===== config.mk =====
export PLATFORM = sky130hd
export DESIGN_NAME = seven_segment_weight_formatter
export DESIGN_NICKNAME = d
export VERILOG_FILES = /design/src/rtl/core/ssw_pkg.sv /design/src/rtl/core/ssw_round.sv /design/src/rtl/core/ssw_bcd.sv /design/src/rtl/core/ssw_layout.sv /design/src/rtl/core/ssw_serializer.sv /design/src/rtl/core/seven_segment_weight_formatter.sv
export SDC_FILE = /design/constraint.sdc
export NUM_CORES = 2
export LEC_CHECK = 0
export BUFFER_PORTS_ARGS = -buffer_cell sky130_fd_sc_hd__buf_2
export CAP_MARGIN = 20
export CELL_PAD_IN_SITES_DETAIL_PLACEMENT = 0
export CELL_PAD_IN_SITES_GLOBAL_PLACEMENT = 1
export CORE_MARGIN = 2
export CORE_UTILIZATION = 35
export CTS_CLUSTER_SIZE = 25
export DETAILED_ROUTE_END_ITERATION = 12
export PLACE_DENSITY = 0.61
export REMOVE_ABC_BUFFERS = 1
export SYNTH_ARGS = -nofsm -noshare
export SYNTH_HDL_FRONTEND = slang
export SYNTH_HIERARCHICAL = 1
export SYNTH_SLANG_ARGS = --single-unit

===== constraint.sdc =====
create_clock -name clock -period 9.16 [get_ports clock]
set_input_delay 2.748 -clock clock [delete_from_list [all_inputs] [get_ports clock]]
set_output_delay 2.748 -clock clock [all_outputs]
set_load 0.02 [all_outputs]

===== src/rtl/core/ssw_pkg.sv =====
// Shared types, constants and text tables for the seven-segment weight formatter.
`timescale 1ns / 1ps
`default_nettype none
package ssw_pkg;

   localparam int NUM_DIGITS = 8;
   localparam int IDX_W      = $clog2(NUM_DIGITS);
   localparam int TEXT_LEN   = 8;

   // Rounding to tenths of a gram: (mag + 50) / 100 via reciprocal multiply.
   localparam logic [31:0] ROUND_HALF  = 32'd50;
   localparam logic [31:0] RECIP_100   = 32'd1374389535;
   localparam int          RECIP_SHIFT = 37;
   localparam int          PROD_W      = 64;
   localparam int          QUOT_W      = PROD_W - RECIP_SHIFT;

   // Pipelined shift-and-add-3 conversion.
   localparam int BCD_DIGITS = 8;
   localparam int BCD_W      = 4 * BCD_DIGITS;
   localparam int DD_STAGES  = 4;
   localparam int DD_STEPS   = 7;
   localparam int BIN_W      = DD_STAGES * DD_STEPS;

   localparam logic [31:0] MOST_NEG = 32'h8000_0000;
   localparam logic [31:0] MOST_POS = 32'h7FFF_FFFF;

   localparam logic [6:0] CH_SPACE = 7'd32;
   localparam logic [6:0] CH_MINUS = 7'd45;
   localparam logic [6:0] CH_DOT   = 7'd46;
   localparam logic [6:0] CH_ZERO  = 7'd48;

   typedef enum logic [3:0] {
      MODE_WEIGHT     = 4'd0,
      MODE_SETPOINT   = 4'd1,
      MODE_ERROR      = 4'd2,
      MODE_CAL_ZERO   = 4'd3,
      MODE_CAL_SPAN   = 4'd4,
      MODE_DONE       = 4'd5,
      MODE_HOLD       = 4'd6,
      MODE_STARTUP    = 4'd7,
      MODE_CONNECTING = 4'd8,
      MODE_CONNECTED  = 4'd9
   } mode_type;

   typedef struct packed {
      mode_type   mode;
      logic       neg;
      logic       stable;
      logic [3:0] attempt;
   } side_type;

   typedef struct packed {
      logic [BCD_W-1:0] bcd;
      logic [BIN_W-1:0] bin;
   } dd_type;

   typedef struct packed {
      logic [NUM_DIGITS-1:0][6:0] chars;
      logic [NUM_DIGITS-1:0]      dps;
   } screen_type;

   // Fixed text of each mode, leftmost character in the top byte.
   function automatic logic [8*TEXT_LEN-1:0] text_screen(input mode_type m);
      logic [8*TEXT_LEN-1:0] s;
      case (m)
         MODE_SETPOINT:   s = "SP      ";
         MODE_ERROR:      s = "Err     ";
         MODE_CAL_ZERO:   s = "CAL0    ";
         MODE_CAL_SPAN:   s = "SPAn    ";
         MODE_DONE:       s = "donE    ";
         MODE_HOLD:       s = "HoLd    ";
         MODE_STARTUP:    s = "Coffee  ";
         MODE_CONNECTING: s = "Air     ";
         MODE_CONNECTED:  s = "ConnECtd";
         default:         s = "        ";
      endcase
      return s;
   endfunction

endpackage
`default_nettype wire


===== src/rtl/core/ssw_round.sv =====
// Two-stage magnitude, rounding offset and divide-by-100 by reciprocal multiply.
`timescale 1ns / 1ps
`default_nettype none
module ssw_round
   import ssw_pkg::*;
(
   input  wire logic               clock,
   input  wire logic               reset,
   input  wire logic               in_valid,
   output logic                    in_stall,
   input  wire logic signed [31:0] in_weight_mg,
   input  wire side_type           in_side,
   output logic                    out_valid,
   input  wire logic               out_stall,
   output logic [BIN_W-1:0]        out_tenths,
   output side_type                out_side
);

   logic             a_valid_ff, a_valid_in;
   logic [31:0]      a_sum_ff;
   side_type         a_side_ff;
   logic             b_valid_ff, b_valid_in;
   logic [PROD_W-1:0] b_prod_ff;
   side_type         b_side_ff;
   logic             adv_a, adv_b;
   logic [31:0]      raw, mag;

   always_comb begin
      raw = 32'(in_weight_mg);
      if (raw == MOST_NEG) begin
         mag = MOST_POS;
      end else if (raw[31]) begin
         mag = 32'd0 - raw;
      end else begin
         mag = raw;
      end
      adv_b      = !b_valid_ff || !out_stall;
      adv_a      = !a_valid_ff || adv_b;
      a_valid_in = adv_a ? in_valid : a_valid_ff;
      b_valid_in = adv_b ? a_valid_ff : b_valid_ff;
   end

   always_ff @(posedge clock) begin
      if (reset) begin
         a_valid_ff <= 1'b0;
         b_valid_ff <= 1'b0;
      end else begin
         a_valid_ff <= a_valid_in;
         b_valid_ff <= b_valid_in;
      end
   end

   always_ff @(posedge clock) begin
      if (adv_a && in_valid) begin
         a_sum_ff  <= mag + ROUND_HALF;
         a_side_ff <= in_side;
      end
      if (adv_b && a_valid_ff) begin
         b_prod_ff <= PROD_W'(a_sum_ff) * PROD_W'(RECIP_100);
         b_side_ff <= a_side_ff;
      end
   end

   assign in_stall   = !adv_a;
   assign out_valid  = b_valid_ff;
   assign out_tenths = BIN_W'(b_prod_ff[PROD_W-1:RECIP_SHIFT]);
   assign out_side   = b_side_ff;

endmodule
`default_nettype wire


===== src/rtl/core/ssw_bcd.sv =====
// Pipelined binary to BCD conversion, a fixed number of shift steps per stage.
`timescale 1ns / 1ps
`default_nettype none
module ssw_bcd
   import ssw_pkg::*;
(
   input  wire logic             clock,
   input  wire logic             reset,
   input  wire logic             in_valid,
   output logic                  in_stall,
   input  wire logic [BIN_W-1:0] in_bin,
   input  wire side_type         in_side,
   output logic                  out_valid,
   input  wire logic             out_stall,
   output logic [BCD_W-1:0]      out_bcd,
   output side_type              out_side
);

   logic     valid_ff [DD_STAGES];
   logic     valid_in [DD_STAGES];
   dd_type   dd_ff    [DD_STAGES];
   side_type side_ff  [DD_STAGES];
   logic     adv      [DD_STAGES];
   dd_type   dd_next  [DD_STAGES];

   function automatic dd_type dd_run(input dd_type x);
      dd_type r;
      r = x;
      for (int s = 0; s < DD_STEPS; s++) begin
         for (int d = 0; d < BCD_DIGITS; d++) begin
            if (r.bcd[4*d +: 4] >= 4'd5) begin
               r.bcd[4*d +: 4] = r.bcd[4*d +: 4] + 4'd3;
            end
         end
         r = r << 1;
      end
      return r;
   endfunction

   always_comb begin
      for (int s = DD_STAGES - 1; s >= 0; s--) begin
         if (s == DD_STAGES - 1) begin
            adv[s] = !valid_ff[s] || !out_stall;
         end else begin
            adv[s] = !valid_ff[s] || adv[s+1];
         end
      end
      for (int s = 0; s < DD_STAGES; s++) begin
         if (s == 0) begin
            valid_in[s] = adv[s] ? in_valid : valid_ff[s];
            dd_next[s]  = dd_run(dd_type'{bcd: '0, bin: in_bin});
         end else begin
            valid_in[s] = adv[s] ? valid_ff[s-1] : valid_ff[s];
            dd_next[s]  = dd_run(dd_ff[s-1]);
         end
      end
   end

   always_ff @(posedge clock) begin
      for (int s = 0; s < DD_STAGES; s++) begin
         if (reset) begin
            valid_ff[s] <= 1'b0;
         end else begin
            valid_ff[s] <= valid_in[s];
         end
      end
   end

   always_ff @(posedge clock) begin
      for (int s = 0; s < DD_STAGES; s++) begin
         if (s == 0) begin
            if (adv[s] && in_valid) begin
               dd_ff[s]   <= dd_next[s];
               side_ff[s] <= in_side;
            end
         end else begin
            if (adv[s] && valid_ff[s-1]) begin
               dd_ff[s]   <= dd_next[s];
               side_ff[s] <= side_ff[s-1];
            end
         end
      end
   end

   assign in_stall  = !adv[0];
   assign out_valid = valid_ff[DD_STAGES-1];
   assign out_bcd   = dd_ff[DD_STAGES-1].bcd;
   assign out_side  = side_ff[DD_STAGES-1];

endmodule
`default_nettype wire


===== src/rtl/core/ssw_layout.sv =====
// Screen layout stage: places digits, sign, text and decimal points.
`timescale 1ns / 1ps
`default_nettype none
module ssw_layout
   import ssw_pkg::*;
(
   input  wire logic             clock,
   input  wire logic             reset,
   input  wire logic             in_valid,
   output logic                  in_stall,
   input  wire logic [BCD_W-1:0] in_bcd,
   input  wire side_type         in_side,
   output logic                  out_valid,
   input  wire logic             out_stall,
   output screen_type            out_screen
);

   logic                  valid_ff, valid_in;
   screen_type            screen_ff, screen_in;
   logic                  adv;
   logic [8*TEXT_LEN-1:0] txt;
   logic [BCD_DIGITS:0]   nz;
   logic [NUM_DIGITS-1:0] written;
   logic                  is_number;

   always_comb begin
      adv       = !valid_ff || !out_stall;
      valid_in  = adv ? in_valid : valid_ff;
      txt       = text_screen(in_side.mode);
      is_number = (in_side.mode == MODE_WEIGHT) || (in_side.mode == MODE_SETPOINT);

      // A digit above the tenths and ones is shown only if it or a higher one is nonzero.
      nz[BCD_DIGITS] = 1'b0;
      for (int p = BCD_DIGITS - 1; p >= 0; p--) begin
         nz[p] = nz[p+1] | (|in_bcd[4*p +: 4]);
      end
      for (int p = 0; p < NUM_DIGITS; p++) begin
         written[p] = (p < 2) || ((p < BCD_DIGITS) && nz[p]);
      end

      for (int p = 0; p < NUM_DIGITS; p++) begin
         screen_in.chars[p] = txt[8*(TEXT_LEN - NUM_DIGITS + p) +: 7];
         screen_in.dps[p]   = 1'b0;
         if (in_side.mode == MODE_CONNECTING) begin
            if ((NUM_DIGITS - 5 - p >= 0) && (NUM_DIGITS - 5 - p < 4) &&
                (NUM_DIGITS - 5 - p < int'(in_side.attempt))) begin
               screen_in.chars[p] = CH_DOT;
            end
         end
         if (is_number) begin
            if (written[p]) begin
               screen_in.chars[p] = CH_ZERO + 7'(in_bcd[4*p +: 4]);
               screen_in.dps[p]   = (p == 1);
            end else if (in_side.neg && (p > 0) && written[(p > 0) ? p - 1 : 0]) begin
               screen_in.chars[p] = CH_MINUS;
            end
         end
      end
      if (in_side.mode == MODE_WEIGHT) begin
         screen_in.chars[NUM_DIGITS-1] = CH_SPACE;
         screen_in.dps[NUM_DIGITS-1]   = in_side.stable;
      end
   end

   always_ff @(posedge clock) begin
      if (reset) begin
         valid_ff <= 1'b0;
      end else begin
         valid_ff <= valid_in;
      end
   end

   always_ff @(posedge clock) begin
      if (adv && in_valid) begin
         screen_ff <= screen_in;
      end
   end

   assign in_stall   = !adv;
   assign out_valid  = valid_ff;
   assign out_screen = screen_ff;

endmodule
`default_nettype wire


===== src/rtl/core/ssw_serializer.sv =====
// Emits a finished screen one digit per transaction, with direction mapping.
`timescale 1ns / 1ps
`default_nettype none
module ssw_serializer
   import ssw_pkg::*;
(
   input  wire logic       clock,
   input  wire logic       reset,
   input  wire logic       right_to_left,
   input  wire logic       in_valid,
   output logic            in_stall,
   input  wire screen_type in_screen,
   output logic            out_valid,
   input  wire logic       out_stall,
   output logic [IDX_W-1:0] out_digit_index,
   output logic [6:0]      out_char_code,
   output logic            out_decimal_point,
   output logic            out_last
);

   logic             busy_ff, busy_in;
   logic [IDX_W-1:0] idx_ff, idx_in;
   screen_type       screen_ff;
   logic             last, emit_done, take;
   logic [IDX_W-1:0] lp;

   always_comb begin
      last      = (idx_ff == IDX_W'(NUM_DIGITS - 1));
      emit_done = busy_ff && !out_stall && last;
      take      = in_valid && (!busy_ff || emit_done);
      if (take) begin
         busy_in = 1'b1;
         idx_in  = '0;
      end else if (emit_done) begin
         busy_in = 1'b0;
         idx_in  = idx_ff;
      end else if (busy_ff && !out_stall) begin
         busy_in = 1'b1;
         idx_in  = idx_ff + 1'b1;
      end else begin
         busy_in = busy_ff;
         idx_in  = idx_ff;
      end
      lp = right_to_left ? idx_ff : IDX_W'(NUM_DIGITS - 1) - idx_ff;
   end

   always_ff @(posedge clock) begin
      if (reset) begin
         busy_ff <= 1'b0;
         idx_ff  <= '0;
      end else begin
         busy_ff <= busy_in;
         idx_ff  <= idx_in;
      end
   end

   always_ff @(posedge clock) begin
      if (take) begin
         screen_ff <= in_screen;
      end
   end

   assign in_stall          = busy_ff && !emit_done;
   assign out_valid         = busy_ff;
   assign out_digit_index   = idx_ff;
   assign out_char_code     = screen_ff.chars[lp];
   assign out_decimal_point = screen_ff.dps[lp];
   assign out_last          = last;

endmodule
`default_nettype wire


===== src/rtl/core/seven_segment_weight_formatter.sv =====
// The first digit of a screen is presented once its request has passed the rounding,
// BCD and layout stages and been taken into the serializer, which emits one digit a cycle
// while the receiver does not stall and takes the next screen as the last digit leaves;
// the pipeline ahead of it holds up to seven further requests meanwhile.
// Reset: synchronous, active high; clears all valid bits and sets right_to_left to 1.
// There is no memory and no clearing pass after reset.
`timescale 1ns / 1ps
`default_nettype none
module seven_segment_weight_formatter
   import ssw_pkg::*;
(
   input  wire logic               clock,
   input  wire logic               reset,
   input  wire logic               csr_we,
   input  wire logic               csr_wdata,
   input  wire logic               req_valid,
   output logic                    req_stall,
   input  wire logic [3:0]         req_mode,
   input  wire logic signed [31:0] req_weight_mg,
   input  wire logic               req_stable,
   input  wire logic [3:0]         req_attempt,
   output logic                    rsp_valid,
   input  wire logic               rsp_stall,
   output logic [IDX_W-1:0]        rsp_digit_index,
   output logic [6:0]              rsp_char_code,
   output logic                    rsp_decimal_point,
   output logic                    rsp_last
);

   // Direction register. The user changes it only while the block is idle; the block does
   // not enforce it. The serializer reads it live to map a logical position to a digit.
   logic right_to_left_ff;

   always_ff @(posedge clock) begin
      if (reset) begin
         right_to_left_ff <= 1'b1;
      end else if (csr_we) begin
         right_to_left_ff <= csr_wdata;
      end
   end

   // Sideband fields travel next to the number through every stage.
   side_type req_side;

   always_comb begin
      req_side.mode    = mode_type'(req_mode);
      req_side.neg     = req_weight_mg[31];
      req_side.stable  = req_stable;
      req_side.attempt = req_attempt;
   end

   // Stages 1 and 2: magnitude with saturation, half-up rounding offset, and
   // the divide by 100 as one reciprocal multiply.
   logic             rnd_valid, rnd_stall;
   logic [BIN_W-1:0] rnd_tenths;
   side_type         rnd_side;

   ssw_round u_round (
      .clock        (clock),
      .reset        (reset),
      .in_valid     (req_valid),
      .in_stall     (req_stall),
      .in_weight_mg (req_weight_mg),
      .in_side      (req_side),
      .out_valid    (rnd_valid),
      .out_stall    (rnd_stall),
      .out_tenths   (rnd_tenths),
      .out_side     (rnd_side)
   );

   // Stages 3 to 6: binary to decimal digits, seven shift steps per stage.
   logic             bcd_valid, bcd_stall;
   logic [BCD_W-1:0] bcd_digits;
   side_type         bcd_side;

   ssw_bcd u_bcd (
      .clock     (clock),
      .reset     (reset),
      .in_valid  (rnd_valid),
      .in_stall  (rnd_stall),
      .in_bin    (rnd_tenths),
      .in_side   (rnd_side),
      .out_valid (bcd_valid),
      .out_stall (bcd_stall),
      .out_bcd   (bcd_digits),
      .out_side  (bcd_side)
   );

   // Stage 7: the whole screen is assembled into one register.
   logic       lay_valid, lay_stall;
   screen_type lay_screen;

   ssw_layout u_layout (
      .clock      (clock),
      .reset      (reset),
      .in_valid   (bcd_valid),
      .in_stall   (bcd_stall),
      .in_bcd     (bcd_digits),
      .in_side    (bcd_side),
      .out_valid  (lay_valid),
      .out_stall  (lay_stall),
      .out_screen (lay_screen)
   );

   // Stage 8: the serializer holds one screen and sends a digit per
   // transaction; it takes the next screen as the last digit leaves.
   ssw_serializer u_serializer (
      .clock             (clock),
      .reset             (reset),
      .right_to_left     (right_to_left_ff),
      .in_valid          (lay_valid),
      .in_stall          (lay_stall),
      .in_screen         (lay_screen),
      .out_valid         (rsp_valid),
      .out_stall         (rsp_stall),
      .out_digit_index   (rsp_digit_index),
      .out_char_code     (rsp_char_code),
      .out_decimal_point (rsp_decimal_point),
      .out_last          (rsp_last)
   );

`ifndef NO_ASSERTIONS
   // A screen, once started, keeps presenting digits until its last one.
   assert property (@(posedge clock) disable iff (reset)
      rsp_valid && !rsp_stall && !rsp_last |=> rsp_valid)
      else $error("screen ended before its last digit");

   // Digits of one screen go out in order without gaps.
   assert property (@(posedge clock) disable iff (reset)
      rsp_valid && !rsp_stall && !rsp_last |=>
         rsp_digit_index == IDX_W'($past(rsp_digit_index) + 1'b1))
      else $error("digit index skipped or repeated");

   // A screen that starts after no digit was presented begins at digit zero.
   assert property (@(posedge clock) disable iff (reset)
      $rose(rsp_valid) |-> rsp_digit_index == '0)
      else $error("screen did not start at digit zero");

   // Nothing is presented in the cycle after reset.
   assert property (@(posedge clock)
      reset |=> !rsp_valid)
      else $error("result valid right after reset");
`endif

endmodule
`default_nettype wire


==> metrics.txt <==
# TYPE chip_impl_metric gauge
chip_impl_info{name="status",value="finished, final reports clean"} 1
chip_impl_metric{name="die_width",unit="microns"} 367.0
chip_impl_metric{name="vias_per_cell",unit=""} 5.197
chip_impl_info{name="cts_root_buf",value="sky130_fd_sc_hd__clkbuf_16"} 1
chip_impl_metric{name="vias",unit=""} 34670
chip_impl_info{name="synth_top_cell_by_area",value="sky130_fd_sc_hd__edfxtp_1"} 1
chip_impl_metric{name="period_minus_slack",unit="ns"} 7.998
chip_impl_metric{name="synth.top_cell.area_share",unit="%"} 23.77
chip_impl_metric{name="placed_area",unit="sq um"} 48280
chip_impl_info{name="critical_path.endpoint_type",value="flip-flop"} 1
chip_impl_metric{name="cts_max_path_buffers",unit=""} 3
chip_impl_info{name="hold_crit_class",value="flip-flop to flip-flop"} 1
chip_impl_info{name="cp_slowest_cell",value="sky130_fd_sc_hd__o41ai_1"} 1
chip_impl_metric{name="avgSynthCellArea",unit="sq um"} 9.471
chip_impl_metric{name="critPathMaxFanout",unit=""} 10
chip_impl_metric{name="timing.slew.headroom",unit="%"} 26.41
chip_impl_metric{name="grt_pass1_vias",unit=""} 35090
chip_impl_metric{name="post_cts_gate_resize_count",unit=""} 0
chip_impl_metric{name="drt_iter0_drc",unit=""} 1831
chip_impl_metric{name="final.setup.tns",unit="ns"} 0
chip_impl_metric{name="post_layout_utilization_of_the_core",unit="%"} 38.07
chip_impl_metric{name="post_route_cells_drive_above_1_share",unit="%"} 7.220
chip_impl_metric{name="crit_required",unit="ns"} 9.54
chip_impl_metric{name="tightestPinTransition",unit="ns"} 1.100
chip_impl_info{name="ys_top_cells_by_area",value="sky130_fd_sc_hd__edfxtp_1 24%, sky130_fd_sc_hd__fa_1 17%, sky130_fd_sc_hd__ha_1 14%"} 1
chip_impl_metric{name="weighted_congestion_reported_at_the_end_of_routability_driven_placement",unit=""} 0.9261
chip_impl_metric{name="grt-ovfl-total",unit=""} 0
chip_impl_metric{name="maxCapViolCount",unit=""} 0
chip_impl_metric{name="ctsHoldBuffers",unit=""} 0
chip_impl_metric{name="finalHoldViolCount",unit=""} 0
chip_impl_metric{name="grt_first_pass_wirelength",unit="mm"} 194.6
chip_impl_metric{name="ant_nets",unit=""} 0
chip_impl_info{name="setup.worst_path.start_class",value="flip-flop"} 1
chip_impl_metric{name="dieArea",unit="sq um"} 134700
chip_impl_metric{name="placed_cells",unit=""} 6585
chip_impl_metric{name="synth.lib_cells_used.distinct",unit=""} 128
chip_impl_metric{name="seq_area_frac_synth",unit="%"} 24.29
chip_impl_metric{name="critical_path_buf_inv_count",unit=""} 4
chip_impl_info{name="critPathMostFrequentCell",value="sky130_fd_sc_hd__fa_1"} 1
chip_impl_metric{name="antenna_found_initial",unit=""} 1
chip_impl_metric{name="timing_max_transition_violations_final",unit=""} 0
chip_impl_info{name="tritoncts",value="done"} 1
chip_impl_metric{name="initial_utilization",unit="%"} 35.17
chip_impl_info{name="worstSetupPathType",value="flip-flop to flip-flop"} 1
chip_impl_metric{name="synthToLayoutAreaGrowth",unit="%"} 8.256
chip_impl_metric{name="synth.ff_latch_count",unit=""} 377
chip_impl_metric{name="cts_setup_buffers",unit=""} 0
chip_impl_metric{name="gr-usage-all-layers",unit="%"} 18.06
chip_impl_metric{name="clock_latency_at_the_later_pin_of_the_worst_skew_pair",unit="ns"} 0.64
chip_impl_metric{name="htreeDepth",unit=""} 2
chip_impl_metric{name="num_io_pins",unit=""} 61
chip_impl_metric{name="core_region_area",unit="sq um"} 131100
chip_impl_metric{name="synth_edf_count",unit=""} 365
chip_impl_metric{name="dp.final_hpwl",unit="mm"} 100.5
chip_impl_metric{name="die-height",unit="microns"} 367.0
chip_impl_metric{name="n_fill_cell",unit=""} 13360
chip_impl_metric{name="yosys_warnings",unit=""} 6
chip_impl_metric{name="rows",unit=""} 133
chip_impl_info{name="critical-path-top-delay-family",value="adder cells"} 1
chip_impl_metric{name="wl_per_cell",unit="microns"} 18.29
chip_impl_metric{name="final_area",unit="sq um"} 49920
chip_impl_metric{name="netlist_area",unit="sq um"} 46110
chip_impl_metric{name="design.final.nets",unit=""} 5823
chip_impl_metric{name="worst_setup_hold_path_clk_slew",unit="ns"} 0.07
chip_impl_metric{name="routed_wirelength",unit="mm"} 122.0
chip_impl_metric{name="ys_async_sr_fraction",unit="%"} 0
chip_impl_metric{name="critical-path-max-stage-delay",unit="ns"} 0.91
chip_impl_metric{name="cts_sinks",unit=""} 377
chip_impl_metric{name="drc",unit=""} 0
chip_impl_info{name="cp_cell_sequence",value="ha_1, inv_1, fa_1, inv_1, fa_1, fa_1, fa_1, fa_1, fa_1, inv_1, fa_1, inv_1, ha_1, and4_1, and3_1, and3_1, a21boi_0, nor3_1, o41ai_1, a31oi_1, xnor2_1"} 1
chip_impl_metric{name="post_layout_nonfiller_instances",unit=""} 6672
chip_impl_info{name="most-common-layout-cells",value="793 x sky130_fd_sc_hd__inv_1, 507 x sky130_fd_sc_hd__ha_1, 389 x sky130_fd_sc_hd__fa_1"} 1
chip_impl_metric{name="finClkSkew",unit="ns"} 0.04485
chip_impl_metric{name="grt_max_degree",unit=""} 65
chip_impl_metric{name="maximum_clock_frequency",unit="MHz"} 125.0
chip_impl_info{name="layout_commonest_cell",value="sky130_fd_sc_hd__inv_1"} 1
chip_impl_metric{name="placement.io_buffers",unit=""} 60
chip_impl_metric{name="cp.arrival",unit="ns"} 8.38
chip_impl_metric{name="syn_inst",unit=""} 4869
chip_impl_metric{name="fin_crit_sh",unit="%"} 87.32
chip_impl_metric{name="cts_made_buffers",unit=""} 47
chip_impl_metric{name="timing.final.setup_violations",unit=""} 0
chip_impl_metric{name="number_of_antenna_diodes",unit=""} 0
chip_impl_info{name="grt_setup_unrepaired",value="false"} 1
chip_impl_info{name="yosys_most_used_dff",value="sky130_fd_sc_hd__edfxtp_1"} 1
chip_impl_metric{name="drt_pass1_iterations",unit=""} 5
## final cells by class
| type | count | area [sq um] | share of cell area, % |
|---|---|---|---|
| Clock inverter | 31 | 386.6 | 0.7745 |
| Timing Repair Buffer | 90 | 543.0 | 1.088 |
| Clock buffer | 55 | 1226 | 2.456 |
| Multi-Input combinational cell | 3562 | 31360 | 62.81 |
| Sequential cell | 377 | 11200 | 22.44 |
| Tap cell | 1755 | 2196 | 4.399 |
| Inverter | 802 | 3012 | 6.033 |
## path summary, 6_finish.rpt
check | depth (start not counted) | from | to | slack (ns)
worst max register to register | 21 | u_round/a_sum_ff[11] | u_round/b_prod_ff[49] | 1.16
worst min-delay path | 0 | u_layout/out_screen[26] | u_serializer/screen_ff[26] | 0.42
worst max-delay path | 21 | u_round/a_sum_ff[11] | u_round/b_prod_ff[49] | 1.16
worst min register to register | 0 | u_layout/out_screen[26] | u_serializer/screen_ff[26] | 0.42
## metrics by stage
stage / setup slack [ns] / hold slack (ns)
finish: 1.162 / 0.4157
CTS: 1.115 / 0.4162
global route: 0.7783 / 0.4210
global placement: 1.213 / 0.4006
detailed placement: 1.086 / 0.4045
floorplan: 2.014 / 0.4003
## flip-flops by register name, summed over array words and instances (netlist names), 3 cells and up
name / count
u_bcd/dd_ff: 128
u_serializer/screen_ff: 64
u_round/out_side: 10
u_serializer/out_digit_index: 3
u_bcd/valid_ff: 4
u_round/a_sum_ff: 32
u_round/a_side_ff: 10
u_round/b_prod_ff: 26
u_layout/out_screen: 55
u_bcd/side_ff: 40
## layer usage
metal / vias up / GRT usage [%] / wire [microns]
met5: - / 0 / 0
met3: 137 / 1.579 / 2888
met1: 16850 / 21.93 / 51770
met2: 445 / 33.88 / 64200
met4: 0 / 4.768 / 3157
li1: 17240 / - / -
## synth_stat cells, types with 17 or more instances
| library cell | n |
|---|---|
| sky130_fd_sc_hd__o31ai_1 | 27 |
| sky130_fd_sc_hd__a211o_1 | 28 |
| sky130_fd_sc_hd__nand4_1 | 25 |
| sky130_fd_sc_hd__nor3_1 | 80 |
| sky130_fd_sc_hd__nand3b_1 | 17 |
| sky130_fd_sc_hd__a21boi_0 | 29 |
| sky130_fd_sc_hd__nor2_1 | 288 |
| sky130_fd_sc_hd__mux2i_1 | 68 |
| sky130_fd_sc_hd__and2_1 | 42 |
| sky130_fd_sc_hd__nand3_1 | 86 |
| sky130_fd_sc_hd__o21ai_0 | 189 |
| sky130_fd_sc_hd__inv_1 | 793 |
| sky130_fd_sc_hd__a21o_1 | 60 |
| sky130_fd_sc_hd__nor3b_1 | 18 |
| sky130_fd_sc_hd__o211ai_1 | 42 |
| sky130_fd_sc_hd__nor4_1 | 19 |
| sky130_fd_sc_hd__xor2_1 | 42 |
| sky130_fd_sc_hd__edfxtp_1 | 365 |
| sky130_fd_sc_hd__o22ai_1 | 65 |
| sky130_fd_sc_hd__a31oi_1 | 39 |
| sky130_fd_sc_hd__o22a_1 | 17 |
| sky130_fd_sc_hd__o21ai_1 | 33 |
| sky130_fd_sc_hd__a21oi_1 | 286 |
| sky130_fd_sc_hd__or2_2 | 26 |
| sky130_fd_sc_hd__a221oi_1 | 40 |
| sky130_fd_sc_hd__nand2_1 | 278 |
| sky130_fd_sc_hd__xnor2_1 | 107 |
| sky130_fd_sc_hd__mux2_2 | 36 |
| sky130_fd_sc_hd__nor2b_1 | 49 |
| sky130_fd_sc_hd__nand2b_1 | 81 |
| sky130_fd_sc_hd__clkbuf_1 | 76 |
| sky130_fd_sc_hd__fa_1 | 389 |
| sky130_fd_sc_hd__ha_1 | 507 |
| sky130_fd_sc_hd__o21a_1 | 39 |
| sky130_fd_sc_hd__and3_1 | 34 |
| sky130_fd_sc_hd__a211oi_1 | 65 |
| sky130_fd_sc_hd__o21bai_1 | 18 |
| sky130_fd_sc_hd__a22oi_1 | 23 |
| sky130_fd_sc_hd__buf_2 | 32 |
| sky130_fd_sc_hd__or3_1 | 29 |
## kinds of logic after synthesis
| kind of cell | Yosys count | synth area share (%) |
|---|---|---|
| AO/OA/AOI/OAI | 1225 | 18.50 |
| XOR/XNOR | 158 | 3.147 |
| adder cells (fa/ha/maj) | 899 | 30.71 |
| buffers and inverters | 937 | 7.928 |
| flip-flops | 377 | 24.29 |
| multiplexers | 113 | 2.616 |
| other | 3 | 0.02442 |
| AND/OR/NAND/NOR | 1157 | 12.79 |
Power is not shown: default switching activity piles up to over one toggle a cycle in this logic, so the estimate is an artifact.
